[src/rtl/core/qnd_pkg.sv]
// Shared types, codes and constants for the QMQP netstring deframer.
package qnd_pkg;

  localparam int LEN_BITS_DEF = 32;
  localparam int BUDGET_W     = 16;
  localparam int LIMIT_W      = 16;
  localparam int CAP_W        = 29;
  localparam int APB_DW       = 32;
  localparam int APB_AW       = 4;
  localparam int EVQ_DEPTH    = 4;
  localparam int EVQ_PTR_W    = $clog2(EVQ_DEPTH);

  localparam logic [BUDGET_W-1:0] RST_OUTER_BUDGET = 16'd100;
  localparam logic [LIMIT_W-1:0]  RST_ADDR_LIMIT   = 16'd1000;
  localparam logic [CAP_W-1:0]    RST_LENGTH_CAP   = 29'd200000000;

  localparam logic [7:0] ASCII_COLON = 8'h3a;
  localparam logic [7:0] ASCII_COMMA = 8'h2c;
  localparam logic [7:0] ASCII_ZERO  = 8'h30;

  // Register indexes (paddr[3:2])
  localparam logic [1:0] REG_OUTER_BUDGET = 2'd0;
  localparam logic [1:0] REG_ADDR_LIMIT   = 2'd1;
  localparam logic [1:0] REG_LENGTH_CAP   = 2'd2;

  typedef enum logic [3:0] {
    PH_OUTER  = 4'd0,
    PH_MLEN   = 4'd1,
    PH_MSG    = 4'd2,
    PH_MCOMMA = 4'd3,
    PH_SLEN   = 4'd4,
    PH_SBODY  = 4'd5,
    PH_SCOMMA = 4'd6,
    PH_RLEN   = 4'd7,
    PH_RBODY  = 4'd8,
    PH_RCOMMA = 4'd9,
    PH_FINAL  = 4'd10,
    PH_HALT   = 4'd11
  } phase_t;

  typedef enum logic [2:0] {
    EV_MSG  = 3'd0,
    EV_SND  = 3'd1,
    EV_RCP  = 3'd2,
    EV_SEND = 3'd3,
    EV_REND = 3'd4,
    EV_DONE = 3'd5,
    EV_FMT  = 3'd6,
    EV_RES  = 3'd7
  } ev_kind_t;

  typedef struct packed {
    ev_kind_t   kind;
    logic [7:0] data;
    logic       good;
  } ev_t;

  typedef struct packed {
    logic [BUDGET_W-1:0] outer_budget;
    logic [LIMIT_W-1:0]  addr_limit;
    logic [CAP_W-1:0]    len_cap;
  } cfg_t;

endpackage

[src/rtl/core/qmqp_netstring_deframer.sv]
// QMQP netstring deframer: config registers, parser, event queue, output stage.
// Path: events of accepted bytes go into the event queue, then the output register.
// Throughput: one byte per cycle; the parse step (length multiply-by-ten
// accumulate and cap compare) is combinational. The four-entry event queue
// absorbs output stalls, and input stalls only when that queue is full.
// Reset (synchronous): parse restarts, queue and output empty, registers at defaults.
module qmqp_netstring_deframer #(
  parameter int LEN_BITS = qnd_pkg::LEN_BITS_DEF
) (
  input  logic                       clk,
  input  logic                       rst_n,
  input  logic                       in_valid,
  output logic                       in_ready,
  input  logic [7:0]                 in_data_byte,
  input  logic                       in_first,
  output logic                       out_valid,
  input  logic                       out_ready,
  output logic [2:0]                 out_event_kind,
  output logic [7:0]                 out_payload,
  output logic                       out_good,
  input  logic                       psel,
  input  logic                       penable,
  input  logic                       pwrite,
  input  logic [qnd_pkg::APB_AW-1:0] paddr,
  input  logic [qnd_pkg::APB_DW-1:0] pwdata,
  output logic [qnd_pkg::APB_DW-1:0] prdata,
  output logic                       pready
);

  qnd_pkg::cfg_t cfg_r;
  logic          cfg_wr;
  logic [1:0]    reg_idx;
  logic          q_full, q_push, q_pop, q_avail;
  qnd_pkg::ev_t  q_in_ev, q_out_ev;

  assign pready  = 1'b1;
  assign reg_idx = paddr[3:2];
  assign cfg_wr  = psel && penable && pwrite && pready;

  always_ff @(posedge clk) begin
    if (!rst_n) begin
      cfg_r.outer_budget <= qnd_pkg::RST_OUTER_BUDGET;
      cfg_r.addr_limit   <= qnd_pkg::RST_ADDR_LIMIT;
      cfg_r.len_cap      <= qnd_pkg::RST_LENGTH_CAP;
    end else if (cfg_wr) begin
      case (reg_idx)
        qnd_pkg::REG_OUTER_BUDGET: cfg_r.outer_budget <= pwdata[qnd_pkg::BUDGET_W-1:0];
        qnd_pkg::REG_ADDR_LIMIT:   cfg_r.addr_limit   <= pwdata[qnd_pkg::LIMIT_W-1:0];
        qnd_pkg::REG_LENGTH_CAP:   cfg_r.len_cap      <= pwdata[qnd_pkg::CAP_W-1:0];
        default: ;
      endcase
    end
  end

  always_comb begin
    case (reg_idx)
      qnd_pkg::REG_OUTER_BUDGET: prdata = qnd_pkg::APB_DW'(cfg_r.outer_budget);
      qnd_pkg::REG_ADDR_LIMIT:   prdata = qnd_pkg::APB_DW'(cfg_r.addr_limit);
      qnd_pkg::REG_LENGTH_CAP:   prdata = qnd_pkg::APB_DW'(cfg_r.len_cap);
      default:                   prdata = '0;
    endcase
  end

  qnd_parser #(
    .LEN_BITS (LEN_BITS)
  ) u_parser (
    .clk          (clk),
    .rst_n        (rst_n),
    .cfg          (cfg_r),
    .in_valid     (in_valid),
    .in_ready     (in_ready),
    .in_data_byte (in_data_byte),
    .in_first     (in_first),
    .q_full       (q_full),
    .push         (q_push),
    .push_ev      (q_in_ev)
  );

  qnd_evq u_evq (
    .clk     (clk),
    .rst_n   (rst_n),
    .push    (q_push),
    .push_ev (q_in_ev),
    .full    (q_full),
    .pop     (q_pop),
    .pop_ev  (q_out_ev),
    .avail   (q_avail)
  );

  qnd_out u_out (
    .clk            (clk),
    .rst_n          (rst_n),
    .avail          (q_avail),
    .ev             (q_out_ev),
    .take           (q_pop),
    .out_valid      (out_valid),
    .out_ready      (out_ready),
    .out_event_kind (out_event_kind),
    .out_payload    (out_payload),
    .out_good       (out_good)
  );

endmodule

[src/rtl/core/qnd_parser.sv]
// Front part: per-byte framing parser that classifies bytes into events.
module qnd_parser #(
  parameter int LEN_BITS = qnd_pkg::LEN_BITS_DEF
) (
  input  logic          clk,
  input  logic          rst_n,
  input  qnd_pkg::cfg_t cfg,
  input  logic          in_valid,
  output logic          in_ready,
  input  logic [7:0]    in_data_byte,
  input  logic          in_first,
  input  logic          q_full,
  output logic          push,
  output qnd_pkg::ev_t  push_ev
);

  localparam int CW = (LEN_BITS > qnd_pkg::CAP_W) ? LEN_BITS : qnd_pkg::CAP_W;

  qnd_pkg::phase_t     phase_r, phase_nxt, ph;
  logic [LEN_BITS-1:0] acc_r, acc_nxt, acc;
  logic [LEN_BITS-1:0] bud_r, bud_nxt, bud, bud_dec;
  logic [LEN_BITS-1:0] body_r, body_nxt, body, body_dec;
  logic                abad_r, abad_nxt, abad;
  logic                aok_r, aok_nxt, aok;
  logic                fire;
  logic                ev_valid;
  logic [LEN_BITS-1:0] digit;
  logic [LEN_BITS-1:0] acc_step;
  logic                acc_over_cap;

  assign in_ready = !q_full;
  assign fire     = in_valid && in_ready;
  assign push     = fire && ev_valid;

  // Digit is the signed byte minus '0', wrapped to the length width.
  assign digit    = {{(LEN_BITS-8){in_data_byte[7]}}, in_data_byte}
                    - LEN_BITS'(qnd_pkg::ASCII_ZERO);
  assign acc_step = (acc << 3) + (acc << 1) + digit;
  assign acc_over_cap = CW'(acc) > CW'(cfg.len_cap);
  assign bud_dec  = bud - LEN_BITS'(1);
  assign body_dec = body - LEN_BITS'(1);

  always_ff @(posedge clk) begin
    if (!rst_n) begin
      phase_r <= qnd_pkg::PH_OUTER;
      acc_r   <= '0;
      bud_r   <= LEN_BITS'(qnd_pkg::RST_OUTER_BUDGET);
      body_r  <= '0;
      abad_r  <= 1'b0;
      aok_r   <= 1'b1;
    end else if (fire) begin
      phase_r <= phase_nxt;
      acc_r   <= acc_nxt;
      bud_r   <= bud_nxt;
      body_r  <= body_nxt;
      abad_r  <= abad_nxt;
      aok_r   <= aok_nxt;
    end
  end

  always_comb begin
    // A first byte restarts the parse before it is handled.
    ph   = in_first ? qnd_pkg::PH_OUTER : phase_r;
    acc  = in_first ? '0 : acc_r;
    bud  = in_first ? LEN_BITS'(cfg.outer_budget) : bud_r;
    body = in_first ? '0 : body_r;
    abad = in_first ? 1'b0 : abad_r;
    aok  = in_first ? 1'b1 : aok_r;

    phase_nxt = ph;
    acc_nxt   = acc;
    bud_nxt   = bud;
    body_nxt  = body;
    abad_nxt  = abad;
    aok_nxt   = aok;
    ev_valid  = 1'b0;
    push_ev.kind = qnd_pkg::EV_FMT;
    push_ev.data = in_data_byte;
    push_ev.good = 1'b0;

    if (ph == qnd_pkg::PH_HALT) begin
      phase_nxt = qnd_pkg::PH_HALT;
    end else if (ph == qnd_pkg::PH_FINAL) begin
      // Closing comma needs no budget.
      phase_nxt = qnd_pkg::PH_HALT;
      ev_valid  = 1'b1;
      if (in_data_byte == qnd_pkg::ASCII_COMMA) begin
        push_ev.kind = qnd_pkg::EV_DONE;
        push_ev.good = aok;
      end
    end else if (bud == '0) begin
      phase_nxt = qnd_pkg::PH_HALT;
      ev_valid  = 1'b1;
    end else begin
      bud_nxt = bud_dec;
      case (ph)
        qnd_pkg::PH_OUTER, qnd_pkg::PH_MLEN, qnd_pkg::PH_SLEN,
        qnd_pkg::PH_RLEN: begin
          if (in_data_byte == qnd_pkg::ASCII_COLON) begin
            acc_nxt = '0;
            if (ph == qnd_pkg::PH_OUTER) begin
              // Outer length now meters the rest of the packet.
              bud_nxt   = acc;
              phase_nxt = qnd_pkg::PH_MLEN;
            end else begin
              body_nxt = acc;
              if (ph == qnd_pkg::PH_MLEN) begin
                phase_nxt = (acc != '0) ? qnd_pkg::PH_MSG : qnd_pkg::PH_MCOMMA;
              end else begin
                abad_nxt = acc >= LEN_BITS'(cfg.addr_limit);
                if (ph == qnd_pkg::PH_SLEN) begin
                  phase_nxt = (acc != '0) ? qnd_pkg::PH_SBODY : qnd_pkg::PH_SCOMMA;
                end else begin
                  phase_nxt = (acc != '0) ? qnd_pkg::PH_RBODY : qnd_pkg::PH_RCOMMA;
                end
              end
            end
          end else if (acc_over_cap) begin
            phase_nxt    = qnd_pkg::PH_HALT;
            ev_valid     = 1'b1;
            push_ev.kind = qnd_pkg::EV_RES;
          end else begin
            acc_nxt = acc_step;
          end
        end
        qnd_pkg::PH_MSG, qnd_pkg::PH_SBODY, qnd_pkg::PH_RBODY: begin
          body_nxt = body_dec;
          ev_valid = 1'b1;
          if (ph == qnd_pkg::PH_MSG) begin
            push_ev.kind = qnd_pkg::EV_MSG;
            if (body_dec == '0) begin
              phase_nxt = qnd_pkg::PH_MCOMMA;
            end
          end else begin
            if (in_data_byte == 8'd0) begin
              abad_nxt = 1'b1;
            end
            if (ph == qnd_pkg::PH_SBODY) begin
              push_ev.kind = qnd_pkg::EV_SND;
              if (body_dec == '0) begin
                phase_nxt = qnd_pkg::PH_SCOMMA;
              end
            end else begin
              push_ev.kind = qnd_pkg::EV_RCP;
              if (body_dec == '0) begin
                phase_nxt = qnd_pkg::PH_RCOMMA;
              end
            end
          end
        end
        qnd_pkg::PH_MCOMMA: begin
          if (in_data_byte != qnd_pkg::ASCII_COMMA) begin
            phase_nxt = qnd_pkg::PH_HALT;
            ev_valid  = 1'b1;
          end else begin
            phase_nxt = qnd_pkg::PH_SLEN;
          end
        end
        qnd_pkg::PH_SCOMMA, qnd_pkg::PH_RCOMMA: begin
          ev_valid = 1'b1;
          if (in_data_byte != qnd_pkg::ASCII_COMMA) begin
            phase_nxt = qnd_pkg::PH_HALT;
          end else begin
            if (abad) begin
              aok_nxt = 1'b0;
            end
            push_ev.kind = (ph == qnd_pkg::PH_SCOMMA) ? qnd_pkg::EV_SEND
                                                      : qnd_pkg::EV_REND;
            push_ev.good = !abad;
            abad_nxt     = 1'b0;
            phase_nxt    = (bud_dec != '0) ? qnd_pkg::PH_RLEN : qnd_pkg::PH_FINAL;
          end
        end
        default: begin
          phase_nxt = qnd_pkg::PH_HALT;
        end
      endcase
    end
  end

  a_err_halts: assert property (@(posedge clk) disable iff (!rst_n)
    (push && (push_ev.kind == qnd_pkg::EV_FMT || push_ev.kind == qnd_pkg::EV_RES ||
              push_ev.kind == qnd_pkg::EV_DONE))
    |=> (phase_r == qnd_pkg::PH_HALT))
    else $error("parser not halted after terminal event");

  a_halt_silent: assert property (@(posedge clk) disable iff (!rst_n)
    (phase_r == qnd_pkg::PH_HALT && fire && !in_first) |-> !push)
    else $error("event from halted parser");

endmodule

[src/rtl/core/qnd_evq.sv]
// Short event queue between the parser and the output stage.
module qnd_evq (
  input  logic         clk,
  input  logic         rst_n,
  input  logic         push,
  input  qnd_pkg::ev_t push_ev,
  output logic         full,
  input  logic         pop,
  output qnd_pkg::ev_t pop_ev,
  output logic         avail
);

  qnd_pkg::ev_t                    ent_r [qnd_pkg::EVQ_DEPTH];
  logic [qnd_pkg::EVQ_PTR_W-1:0]   wr_ptr_r, rd_ptr_r;
  logic [qnd_pkg::EVQ_PTR_W:0]     cnt_r, cnt_nxt;

  assign full   = cnt_r == (qnd_pkg::EVQ_PTR_W+1)'(qnd_pkg::EVQ_DEPTH);
  assign avail  = cnt_r != '0;
  assign pop_ev = ent_r[rd_ptr_r];

  always_comb begin
    cnt_nxt = cnt_r;
    if (push && !pop) begin
      cnt_nxt = cnt_r + 1'b1;
    end else if (pop && !push) begin
      cnt_nxt = cnt_r - 1'b1;
    end
  end

  always_ff @(posedge clk) begin
    if (!rst_n) begin
      wr_ptr_r <= '0;
      rd_ptr_r <= '0;
      cnt_r    <= '0;
    end else begin
      cnt_r <= cnt_nxt;
      if (push) begin
        wr_ptr_r <= wr_ptr_r + 1'b1;
      end
      if (pop) begin
        rd_ptr_r <= rd_ptr_r + 1'b1;
      end
    end
  end

  always_ff @(posedge clk) begin
    if (push) begin
      ent_r[wr_ptr_r] <= push_ev;
    end
  end

  a_no_overflow: assert property (@(posedge clk) disable iff (!rst_n)
    full |-> !push)
    else $error("event queue overflow");

  a_no_underflow: assert property (@(posedge clk) disable iff (!rst_n)
    !avail |-> !pop)
    else $error("event queue underflow");

endmodule

[src/rtl/core/qnd_out.sv]
// Back part: output register that formats queued events into result beats.
module qnd_out (
  input  logic         clk,
  input  logic         rst_n,
  input  logic         avail,
  input  qnd_pkg::ev_t ev,
  output logic         take,
  output logic         out_valid,
  input  logic         out_ready,
  output logic [2:0]   out_event_kind,
  output logic [7:0]   out_payload,
  output logic         out_good
);

  logic         out_valid_r;
  qnd_pkg::ev_t ev_r;
  logic         byte_kind;

  assign take      = avail && (!out_valid_r || out_ready);
  assign byte_kind = ev.kind == qnd_pkg::EV_MSG || ev.kind == qnd_pkg::EV_SND ||
                     ev.kind == qnd_pkg::EV_RCP;

  always_ff @(posedge clk) begin
    if (!rst_n) begin
      out_valid_r <= 1'b0;
    end else if (take) begin
      out_valid_r <= 1'b1;
    end else if (out_ready) begin
      out_valid_r <= 1'b0;
    end
  end

  always_ff @(posedge clk) begin
    if (take) begin
      ev_r.kind <= ev.kind;
      // Drop the byte for anything but data beats.
      ev_r.data <= byte_kind ? ev.data : 8'd0;
      ev_r.good <= ev.good;
    end
  end

  assign out_valid      = out_valid_r;
  assign out_event_kind = ev_r.kind;
  assign out_payload    = ev_r.data;
  assign out_good       = ev_r.good;

  a_payload_clean: assert property (@(posedge clk) disable iff (!rst_n)
    (out_valid_r && ev_r.kind != qnd_pkg::EV_MSG && ev_r.kind != qnd_pkg::EV_SND &&
     ev_r.kind != qnd_pkg::EV_RCP) |-> (ev_r.data == 8'd0))
    else $error("nonzero payload on non-byte beat");

endmodule
[config.mk]
export PLATFORM = sky130hd
export DESIGN_NAME = qmqp_netstring_deframer
export DESIGN_NICKNAME = d
export VERILOG_FILES = /design/src/rtl/core/qnd_pkg.sv /design/src/rtl/core/qmqp_netstring_deframer.sv /design/src/rtl/core/qnd_parser.sv /design/src/rtl/core/qnd_evq.sv /design/src/rtl/core/qnd_out.sv
export SDC_FILE = /design/constraint.sdc
export NUM_CORES = 1
export LEC_CHECK = 0
export ABC_AREA = 1
export BUFFER_PORTS_ARGS = -buffer_cell sky130_fd_sc_hd__clkbuf_2
export CORE_UTILIZATION = 45
export CTS_BUF_LIST = sky130_fd_sc_hd__clkbuf_8
export CTS_CLUSTER_SIZE = 40
export DETAILED_ROUTE_END_ITERATION = 8
export GPL_ROUTABILITY_DRIVEN = 0
export PLACE_DENSITY_LB_ADDON = 0.25
export SLEW_MARGIN = 30
export SYNTH_ARGS = -nofsm -noshare
export SYNTH_HDL_FRONTEND = slang
export SYNTH_SLANG_ARGS = --single-unit
[constraint.sdc]
create_clock -name clk -period 5 [get_ports clk]
set_input_delay 0.25 -clock clk [delete_from_list [all_inputs] [get_ports clk]]
set_output_delay 0.25 -clock clk [all_outputs]
set_load 0.02 [all_outputs]
After elaboration in Yosys (flattened, before gate mapping)
Memory sizes are Yosys's and may differ from the RTL's. A register that Yosys moved wholly into a read port is not among the register bits.
Cells that the tools add are included.

word-level totals
  register bits = 183
  memory bits (writable) = 48
  bits of input ports = 52
  output and inout port bits = 47
  logic and storage cells = 173
  memories = 1

memory list
  memory       words  width  read ports  clocked after memory_dff  wr ports  line           RTL
  u_evq.ent_r  4      12     1           1                         1         qnd_evq.sv:13  qnd_pkg::ev_t ent_r [qnd_pkg::EVQ_DEPTH];

operators by class
  add/subtract/negate cells = 9
  magnitude comparators = 2
  eq/ne operators = 19
  mux-type cells = 93
  reduce and logical (&&, ||, !) cells = 33

operators by type and width
  cell                     count
  $mux W32                 20
  $pmux W29 S3             1
  $mux W4                  17
  $add A32 B32 Y32         2
  $logic_not A32 Y1        2
  $pmux W32 S2             1
  $reduce_bool A32 Y1      2
  $sub A32 B1 Y32 const B  2
  $mux W1                  36
  $ge A32 B16 Y1           1
  $gt A32 B29 Y1           1
  $mux W3                  9
  $eq A4 B3 Y1 const B     4
  $eq A4 B4 Y1 const B     4
  $eq A8 B6 Y1 const B     2
  $pmux W4 S4              1
  $mux W2                  5
  $pmux W3 S3              1
  $sub A8 B7 Y9 const B    1
  $eq A4 B2 Y1 const B     2
  $logic_not A8 Y1         1
  $ne A8 B6 Y1 const B     1
  $logic_and A1 B1 Y1      7
  $pmux W1 S3              2
  other kinds (21)         31

Depth between registers and ports, before layout
Gate-level depths: netlist of the first run.

  depth in word-level cells = 13
  mapped depth = 30
  gate-level depth less buffers = 25

Hierarchy
Synthesis of the first run repeated with hierarchy kept, for this count alone.

unflattened totals
  cells, all modules = 2914
  area, all modules = 18840.6 µm²

by module, submodules not included
  module                   times used  cells each  area each (µm²)  seq. area each (µm²)
  qnd_parser               1           2257        13279.0          2042.0
  qmqp_netstring_deframer  1           444         2847.7           1221.2
  qnd_evq                  1           175         2227.1           1621.6
  qnd_out                  1           38          486.7            380.4

Worst setup path after synthesis of the first run
Ideal clock, no wire load.

  path kind = input -> register
  from = input port in_data_byte[4]
  to = register u_parser.acc_r[21]
  library setup time = 0.070 ns
  arrival = 3.886 ns
  data required time = 4.930 ns
  path slack = 1.043 ns
  stages = 18
  buffers on the path = 0
  cells stage by stage = ha_1 > o21ai_0 > inv_1 > fa_1 > inv_1 > ha_1 > nand2_1 > o21a_1 > nand2_1 > nand2_1 > o21ai_0 > nand3_1 > nand2_1 > or2_2 > nand3_1 > nand2_1 > o211ai_1 > a21oi_1

on the way
  longest elaborated chain between the ends = 8
  elaborated cells between the ends (all ways) = 9
  those cells by class = 2 x add/sub; 1 x eq/ne; 6 x mux

RTL lines
  item                  line                           RTL
  start, declared       qmqp_netstring_deframer.sv:14  input logic [7:0] in_data_byte,
  $sub A8 B7 Y9         qnd_parser.sv:37               - LEN_BITS'(qnd_pkg::ASCII_ZERO);
  $add A32 B32 Y32      qnd_parser.sv:38               assign acc_step = (acc << 3) + (acc << 1) + digit;
  $mux W32              qnd_parser.sv:118              end else if (acc_over_cap) begin
  $mux W32 *            qnd_parser.sv:99               if (in_data_byte == qnd_pkg::ASCII_COLON) begin
  $mux W32 *            qnd_parser.sv:96               case (ph)
  $mux W32 *            qnd_parser.sv:91               end else if (bud == '0) begin
  $mux W32 *            qnd_parser.sv:83               end else if (ph == qnd_pkg::PH_FINAL) begin
  $mux W32 *            qnd_parser.sv:81               if (ph == qnd_pkg::PH_HALT) begin
  end signal, assigned  qnd_parser.sv:53               acc_r <= acc_nxt;
  end, declared         qnd_parser.sv:20               logic [LEN_BITS-1:0] acc_r, acc_nxt, acc;

Every way passes the cells marked *; elsewhere a longest branch is shown, timed or not.
A chain may end at the register's enable or synchronous reset.

Worst setup path after layout of the first run
  from = input port in_data_byte[4]
  to = register u_parser.acc_r[20]

The elaborated chain is that of the path after synthesis.

==> impl_metrics.py, run 1 <==
metrics = {
    "clock_tree": {
        "tritoncts": "done",
        "clockBufferDepth": 3,
        "clk_pin_slew_ps": 60,
        "clk_latency_ps": 620,
        "cts-htree-levels": 2,
        "cts_root_buf": "clkbuf_8",
        "clk_sinks": 233,
        "cts-buffers-inserted": 42,
        "cts.repair_timing.setup_buffer_count": 0,
    },
    "worst_setup_path": {
        "ff2ff_setup_slack_ps": 770,
        "critical_path_arrival_ps": 4690,
        "startpoint_type": "primary input",
        "critPathRequiredTime_ps": 5440,
        "path_class": "in2reg",
        "worst_setup_path_end_kind": "register",
        "crit_path_max_fanout": 11,
        "worst-r2r-cell-count": 20,
    },
    "timing": {
        "setup-tns-final_ps": 0,
        "drv_slew": 0,
        "setup_violations": 0,
        "worst_pin_slew_ps": 1010,
        "final.setup_skew_ps": 26.4,
        "fin_crit_sh": 0.850,
        "fmaxAchievable_ghz": 0.235,
        "final-hold-violation-count": 0,
        "setup_repair_after_global_routing_missed_its_margin": "no",
        "slew_headroom": 0.327,
        "period_minus_slack_ps": 4250,
    },
    "final_layout": {
        "multiInputGateArea_um2": 11200,
        "nNetsFinal": 3045,
        "finalCoreUtilization": 0.512,
        "fillerInstances": 3977,
        "layout_commonest_cell": "nand2_1",
        "layout_common_cells": "696 x nand2_1, 337 x inv_1, 308 x nor2_1",
        "final-seq-area_um2": 5270,
        "final_layout_size_suffix_gt1_frac": 0.110,
        "area_growth_syn_to_layout_pct": 11.6,
    },
    "place": {
        "port-buffer-count": 89,
        "hpwlAfterDp_mm": 46.4,
    },
    "floorplanning": {
        "design.die.area_um2": 41500,
        "start_util": 0.459,
        "floorplan.io_pins": 99,
        "core_area_um2": 39900,
        "placement_rows": 73,
        "die_w_um": 204,
        "die-height_um": 204,
    },
    "synthesis": {
        "syn_inst": 2781,
        "async_flop_share": 0,
        "synthDistinctLibCells": 58,
        "synth_flop_cell": "dfxtp_1",
        "yosys_warnings": 0,
        "yosys_register_bits": 233,
        "synth.top_cell.area_share": 0.189,
        "synth.area.top_cells": "dfxtp_1 19%, nand2_1 14%, edfxtp_1 9.8%",
        "avgSynthCellArea_um2": 6.59,
        "synth-edff-count": 60,
        "dominant_cell_type_by_area_after_synthesis": "dfxtp_1",
        "yosysSeqAreaShare": 0.287,
        "syn_area_um2": 18300,
    },
    "detailed_routing": {
        "detail_route.iter0.violations": 2255,
        "drcViolationCount": 0,
        "drt_wl_total_mm": 63.7,
        "vias": 19600,
        "detail_route.first_pass.iterations": 6,
        "route.detailed.vias_per_inst": 5.71,
        "postRouteAntennaNets": 0,
        "post_drt_wl_per_cell_um": 18.5,
    },
    "global_routing": {
        "via_count_of_the_first_global_routing_pass": 18600,
        "largest_net_degree_at_the_start_of_global_routing": 65,
        "grt_pass1_wl_mm": 101,
        "global_route.usage.total": 0.308,
        "global_route.overflow_total": 0,
        "antenna_found_initial": 4,
    },
    "power_and_ir_drop": {
        "power_report.internal_total_w": 0.00491,
        "irDropWorstVdd_mv": 0.325,
        "p_comb_frac": 0.513,
        "pwr-share-clk": 0.216,
        "p_leak_nw": 9.92,
        "switching_share": 0.466,
        "power.share.sequential": 0.271,
        "netSwitchingPower_w": 0.00429,
        "pwrdens_nw_per_um2": 450,
    },
    "worst_hold_path": {
        "timing.hold.worst.class": "in2reg",
        "hold_path_depth": 4,
    },
    "status": {
        "status": "finished clean",
    },
    "run": {
        "max-cap-violations": 0,
    },
}
worst max-delay path, cell delays in order:
cell	delay, ps
dlygate4sd3_1	530
clkbuf_2	200
ha_1	280
o21ai_0	200
buf_4	190
inv_1	340
fa_1	650
inv_1	50
ha_1	340
nand2_1	80
o21ai_0	240
a21oi_1	110
o21bai_1	410
nand3_1	220
nand2_1	120
a21oi_1	60
o21ai_0	110
nand2_1	90
o211ai_1	100
a21oi_1	90
flip-flops by register name, indices dropped and copies added (netlist names), named ones only:
signal                cells
u_evq.cnt_r               3
u_out.out_valid           1
u_out.out_good            1
u_parser.acc_r           32
u_evq.rd_ptr_r            2
u_parser.aok_r            1
u_parser.abad_r           1
cfg_r                    61
u_parser.phase_r          4
u_parser.bud_r           32
u_parser.body_r          32
u_out.out_payload         8
u_evq.ent_r              48
u_evq.wr_ptr_r            2
u_out.out_event_kind      3
power by group through the flow:
stage	logic, W	registers (W)	clock network [W]
after global placement	0.00449	0.00252	0
after global routing	0.00527	0.00253	0.00210
after detailed placement	0.00456	0.00253	0
after CTS	0.00461	0.00249	0.00202
final	0.00472	0.00249	0.00199
after floorplan	0.00331	0.00253	0
stage by stage:
stage / instance area, um^2 / setup WS, ps / cells / hold slack, ps / total power, W
after detailed placement: 19200 / 604 / 3324 / 455 / 0.00709
after floorplan: 18300 / 1040 / 2783 / 349 / 0.00585
after CTS: 20400 / 875 / 3435 / 0.563 / 0.00912
final: 20400 / 750 / 3439 / 35.2 / 0.00921
after global placement: 19100 / 753 / 3324 / 450 / 0.00701
after global routing: 20400 / 447 / 3436 / 28.9 / 0.00990
kinds of logic (layout without fill, tap and decap cells):
| family | after synthesis | count (layout) | synth area share |
|---|---|---|---|
| AOI/OAI and AO/OA | 664 | 664 | 0.206 |
| xor gates and xnor gates | 31 | 31 | 0.0148 |
| adders and majority gates | 116 | 116 | 0.0907 |
| buffers and inverters | 466 | 593 | 0.105 |
| DFF | 233 | 233 | 0.287 |
| other | 2 | 8 | 0.000410 |
| and+or+nand+nor | 1269 | 1269 | 0.296 |
synth_stat cells, types with 21 or more instances:
| library cell | instances |
|---|---|
| nand2_1 | 698 |
| inv_1 | 327 |
| nor2_1 | 310 |
| a21oi_1 | 246 |
| o21ai_0 | 232 |
| dfxtp_1 | 173 |
| nand3_1 | 113 |
| ha_1 | 88 |
| clkbuf_1 | 70 |
| edfxtp_1 | 60 |
| o211ai_1 | 54 |
| nand2_2 | 37 |
| o221ai_1 | 32 |
| fa_1 | 28 |
| inv_2 | 24 |
| nand4_1 | 23 |
| o21ai_1 | 23 |
| xor2_1 | 22 |
| nor2_2 | 21 |
final cells by class:
cell class	count	area share
Multi-Input combinational cell	2084	0.547
Sequential cell	233	0.258
Inverter	356	0.0657
Timing Repair Buffer	160	0.0521
Clock buffer	57	0.0384
Tap cell	525	0.0321
Clock inverter	20	0.00704
Antenna cell	4	0.000490
repair_timing:
action	4_1_cts	5_1_grt
resized for setup	0	0
endpoints found under the hold margin	70	0
hold buffers	34	0
layer usage:
metal / share of wire / vias up / global-route usage
met2: 0.43 / 1064 / 0.484
met1: 0.42 / 9002 / 0.406
met4: 0.041 / 0 / 0.136
met5: 0 / - / 0
li1: - / 9380 / -
met3: 0.10 / 194 / 0.0639
final timing paths:
kind,startpoint,end
setup / recovery,in_data_byte[4],u_parser.acc_r[20]$_SDFFE_PN0P_
hold reg to reg,u_parser.acc_r[17]$_SDFFE_PN0P_,u_parser.acc_r[17]$_SDFFE_PN0P_
setup reg to reg,u_parser.acc_r[17]$_SDFFE_PN0P_,u_evq.cnt_r[2]$_SDFFE_PN0P_
hold / removal,out_ready,u_out.out_valid$_SDFFE_PN0P_
Note: power is estimated with default switching activity, not from simulation.
==> run 2: changes to the inputs <==
--- a/config.mk
+++ b/config.mk
@@ -9,7 +9,8 @@
 export BUFFER_PORTS_ARGS = -buffer_cell sky130_fd_sc_hd__clkbuf_2
 export CORE_UTILIZATION = 45
 export CTS_BUF_LIST = sky130_fd_sc_hd__clkbuf_8
-export CTS_CLUSTER_SIZE = 40
+export CTS_CLUSTER_DIAMETER = 50
+export CTS_CLUSTER_SIZE = 24
 export DETAILED_ROUTE_END_ITERATION = 8
 export GPL_ROUTABILITY_DRIVEN = 0
 export PLACE_DENSITY_LB_ADDON = 0.25
==> constraint.sdc (replaced) <==
create_clock -name clk -period 5 [get_ports clk]
set_input_delay 0.75 -clock clk [delete_from_list [all_inputs] [get_ports clk]]
set_output_delay 0.75 -clock clk [all_outputs]
set_load 0.02 [all_outputs]
==> run 2 against run 1 <==
Effect of this change: first-iteration DRC count decreased by 6.7%; highest routed layer is now met5; critical path depth decreased by 5; clock skew decreased by 2.8 ps; global-route usage decreased by 0.92 points; largest power group unchanged; count of clock-buffer cells in the layout decreased by 26; setup slack improved by 190 ps.
==> impl_metrics.py, run 2 (synthesized netlist as in run 1, its figures left out) <==
metrics = {
    "clock_tree": {
        "cts-buffers-inserted": 30,
        "cts-hold-fix-buffers": 0,
        "cts.repair_timing.setup_buffer_count": 0,
        "cts_root_buf": "clkbuf_8",
        "tritoncts": "done",
        "cts_resizes": 0,
        "clk_sinks": 233,
        "clk_latency_ps": 650,
        "clockBufferDepth": 3,
        "clk_pin_slew_ps": 80,
        "cts-htree-levels": 1,
    },
    "worst_setup_path": {
        "worst-r2r-cell-count": 13,
        "critical_path_arrival_ps": 4550,
        "critPathRequiredTime_ps": 5490,
        "worst_path_largest_cell_delay_ps": 570,
        "ff2ff_setup_slack_ps": 1110,
        "startpoint_of_the_lowest_slack_register_to_register_path": "u_parser.acc_r[0]$_SDFFE_PN0P_",
        "critical_path.endpoint": "u_parser.acc_r[28]$_SDFFE_PN0P_",
        "crit_path_max_fanout": 36,
        "path_class": "in2reg",
        "critical-path-top-cell-by-count": "o21ai_0",
        "crit_path_cell_trace": "clkbuf_2 > inv_6 > nand2_1 > inv_1 > fa_1 > inv_1 > fa_1 > o21ai_0 > a21oi_1 > o21bai_1 > nand3_1 > o21ai_0 > o21ai_0 > o21ai_1 > a21oi_1",
        "startpoint_type": "primary input",
        "critPathLaunch": "in_first",
        "worst_setup_path_end_kind": "register",
        "crit_path_top_delay_cell": "fa_1",
        "worst_r2r_endpoint": "u_parser.acc_r[28]$_SDFFE_PN0P_",
    },
    "global_routing": {
        "antenna_found_initial": 5,
        "grt_pass1_wl_mm": 97.7,
        "global_route.usage.total": 0.299,
        "via_count_of_the_first_global_routing_pass": 17700,
        "global_route.overflow_total": 0,
        "largest_net_degree_at_the_start_of_global_routing": 78,
    },
    "floorplanning": {
        "die-height_um": 204,
        "die_w_um": 204,
        "design.die.area_um2": 41500,
        "placement_rows": 73,
        "floorplan.io_pins": 99,
        "core_area_um2": 39900,
        "start_util": 0.459,
    },
    "detailed_routing": {
        "drt_wl_total_mm": 62.8,
        "drcViolationCount": 0,
        "route.detailed.vias_per_inst": 5.70,
        "vias": 19400,
        "post_drt_wl_per_cell_um": 18.5,
        "detail_route.first_pass.iterations": 6,
        "detail_route.iter0.violations": 2104,
        "postRouteAntennaNets": 0,
    },
    "power_and_ir_drop": {
        "pwrdens_nw_per_um2": 447,
        "irDropWorstVdd_mv": 0.363,
        "totalPowerFinal_w": 0.00897,
        "p_leak_nw": 9.69,
    },
    "final_layout": {
        "biggestRegsByFlops": "cfg_r (61), u_evq.ent_r (48)",
        "max_ffs_per_register": 61,
        "layout_commonest_cell": "nand2_1",
        "final-seq-area_um2": 5270,
        "final_area_um2": 20000,
        "finalCoreUtilization": 0.502,
        "fillerInstances": 4062,
        "layout_common_cells": "696 x nand2_1, 326 x inv_1, 308 x nor2_1",
        "multiInputGateArea_um2": 11200,
        "final_layout_size_suffix_gt1_frac": 0.114,
        "regMostFlops": "cfg_r",
        "nNetsFinal": 3015,
        "area_growth_syn_to_layout_pct": 9.43,
    },
    "timing": {
        "setup_repair_after_global_routing_missed_its_margin": "no",
        "fmaxAchievable_ghz": 0.246,
        "final-hold-violation-count": 0,
        "slew_headroom": 0.342,
        "fin_crit_sh": 0.813,
        "setup-tns-final_ps": 0,
        "period_minus_slack_ps": 4070,
        "setup_violations": 0,
        "worst_pin_slew_ps": 984,
        "drv_slew": 0,
        "final.setup_skew_ps": 23.6,
    },
    "status": {
        "status": "finished clean",
    },
    "worst_hold_path": {
        "worstHoldStart": "pwdata[21]",
        "timing.hold.worst.class": "in2reg",
    },
    "run": {
        "max-cap-violations": 0,
    },
    "place": {
        "hpwlAfterDp_mm": 46.3,
        "place_area_um2": 19300,
        "port-buffer-count": 89,
    },
}
## run 2: cell types whose count changed in the layout (fill, tap and decap cells not counted), moves of 8 or more
cell / delta
dlygate4sd3_1: -34
clkbuf_8: -26
buf_4: +14
inv_1: -11
inv_8: +8
## run 2: metrics by stage
step,setup slack (ps),hold slack (ps),cells
final,935,316,3399
after global routing,727,314,3397
after CTS,1050,293,3396
after detailed placement,364,456,3340
after global placement,484,447,3340
after floorplan,543,434,2783
## run 2: worst min path at each step
| stage | endpoint | cells past startpoint |
|---|---|---|
| 2_1_floorplan | u_parser.aok_r$_SDFFE_PN1P_ | 2 |
| 3_3_place_gp | u_parser.aok_r$_SDFFE_PN1P_ | 2 |
| 3_5_place_dp | u_parser.acc_r[1]$_SDFFE_PN0P_ | 2 |
| 4_1_cts | cfg_r[24]$_SDFFE_PN1P_ | 3 |
| 5_1_grt | cfg_r[24]$_SDFFE_PN1P_ | 3 |
| 6_report | cfg_r[21]$_SDFFE_PN1P_ | 3 |
## run 2: report_power, final
group	switching [W]	total (W)	leakage (nW)	internal, W
Combinational	0.00324	0.00474	7.36	0.00150
Sequential	0.000196	0.00249	1.97	0.00230
Clock	0.000926	0.00174	0.363	0.000810
## run 2: routing by layer
| layer | wire (um) | global-route usage |
|---|---|---|
| met4 | 2240 | 0.104 |
| met1 | 27000 | 0.407 |
| met5 | 27 | 0 |
| met3 | 6290 | 0.0626 |
| met2 | 27200 | 0.466 |
## run 2: worst max-delay path: cells and delay by family
kind	cells	cell delay, ps
AOI/OAI and AO/OA	7	1640
adders and majority gates	2	1030
and+or+nand+nor	2	530
buffers and inverters	4	590
## run 2: layout make-up
| type | instances | share of cell area |
|---|---|---|
| diodes | 3 | 0.000375 |
| well taps | 525 | 0.0328 |
| multi-input cells | 2084 | 0.557 |
| inverters | 356 | 0.0669 |
| repair buffers | 142 | 0.0435 |
| clock buffers | 31 | 0.0213 |
| flip-flops and latches | 233 | 0.263 |
| clock inverters | 25 | 0.0152 |
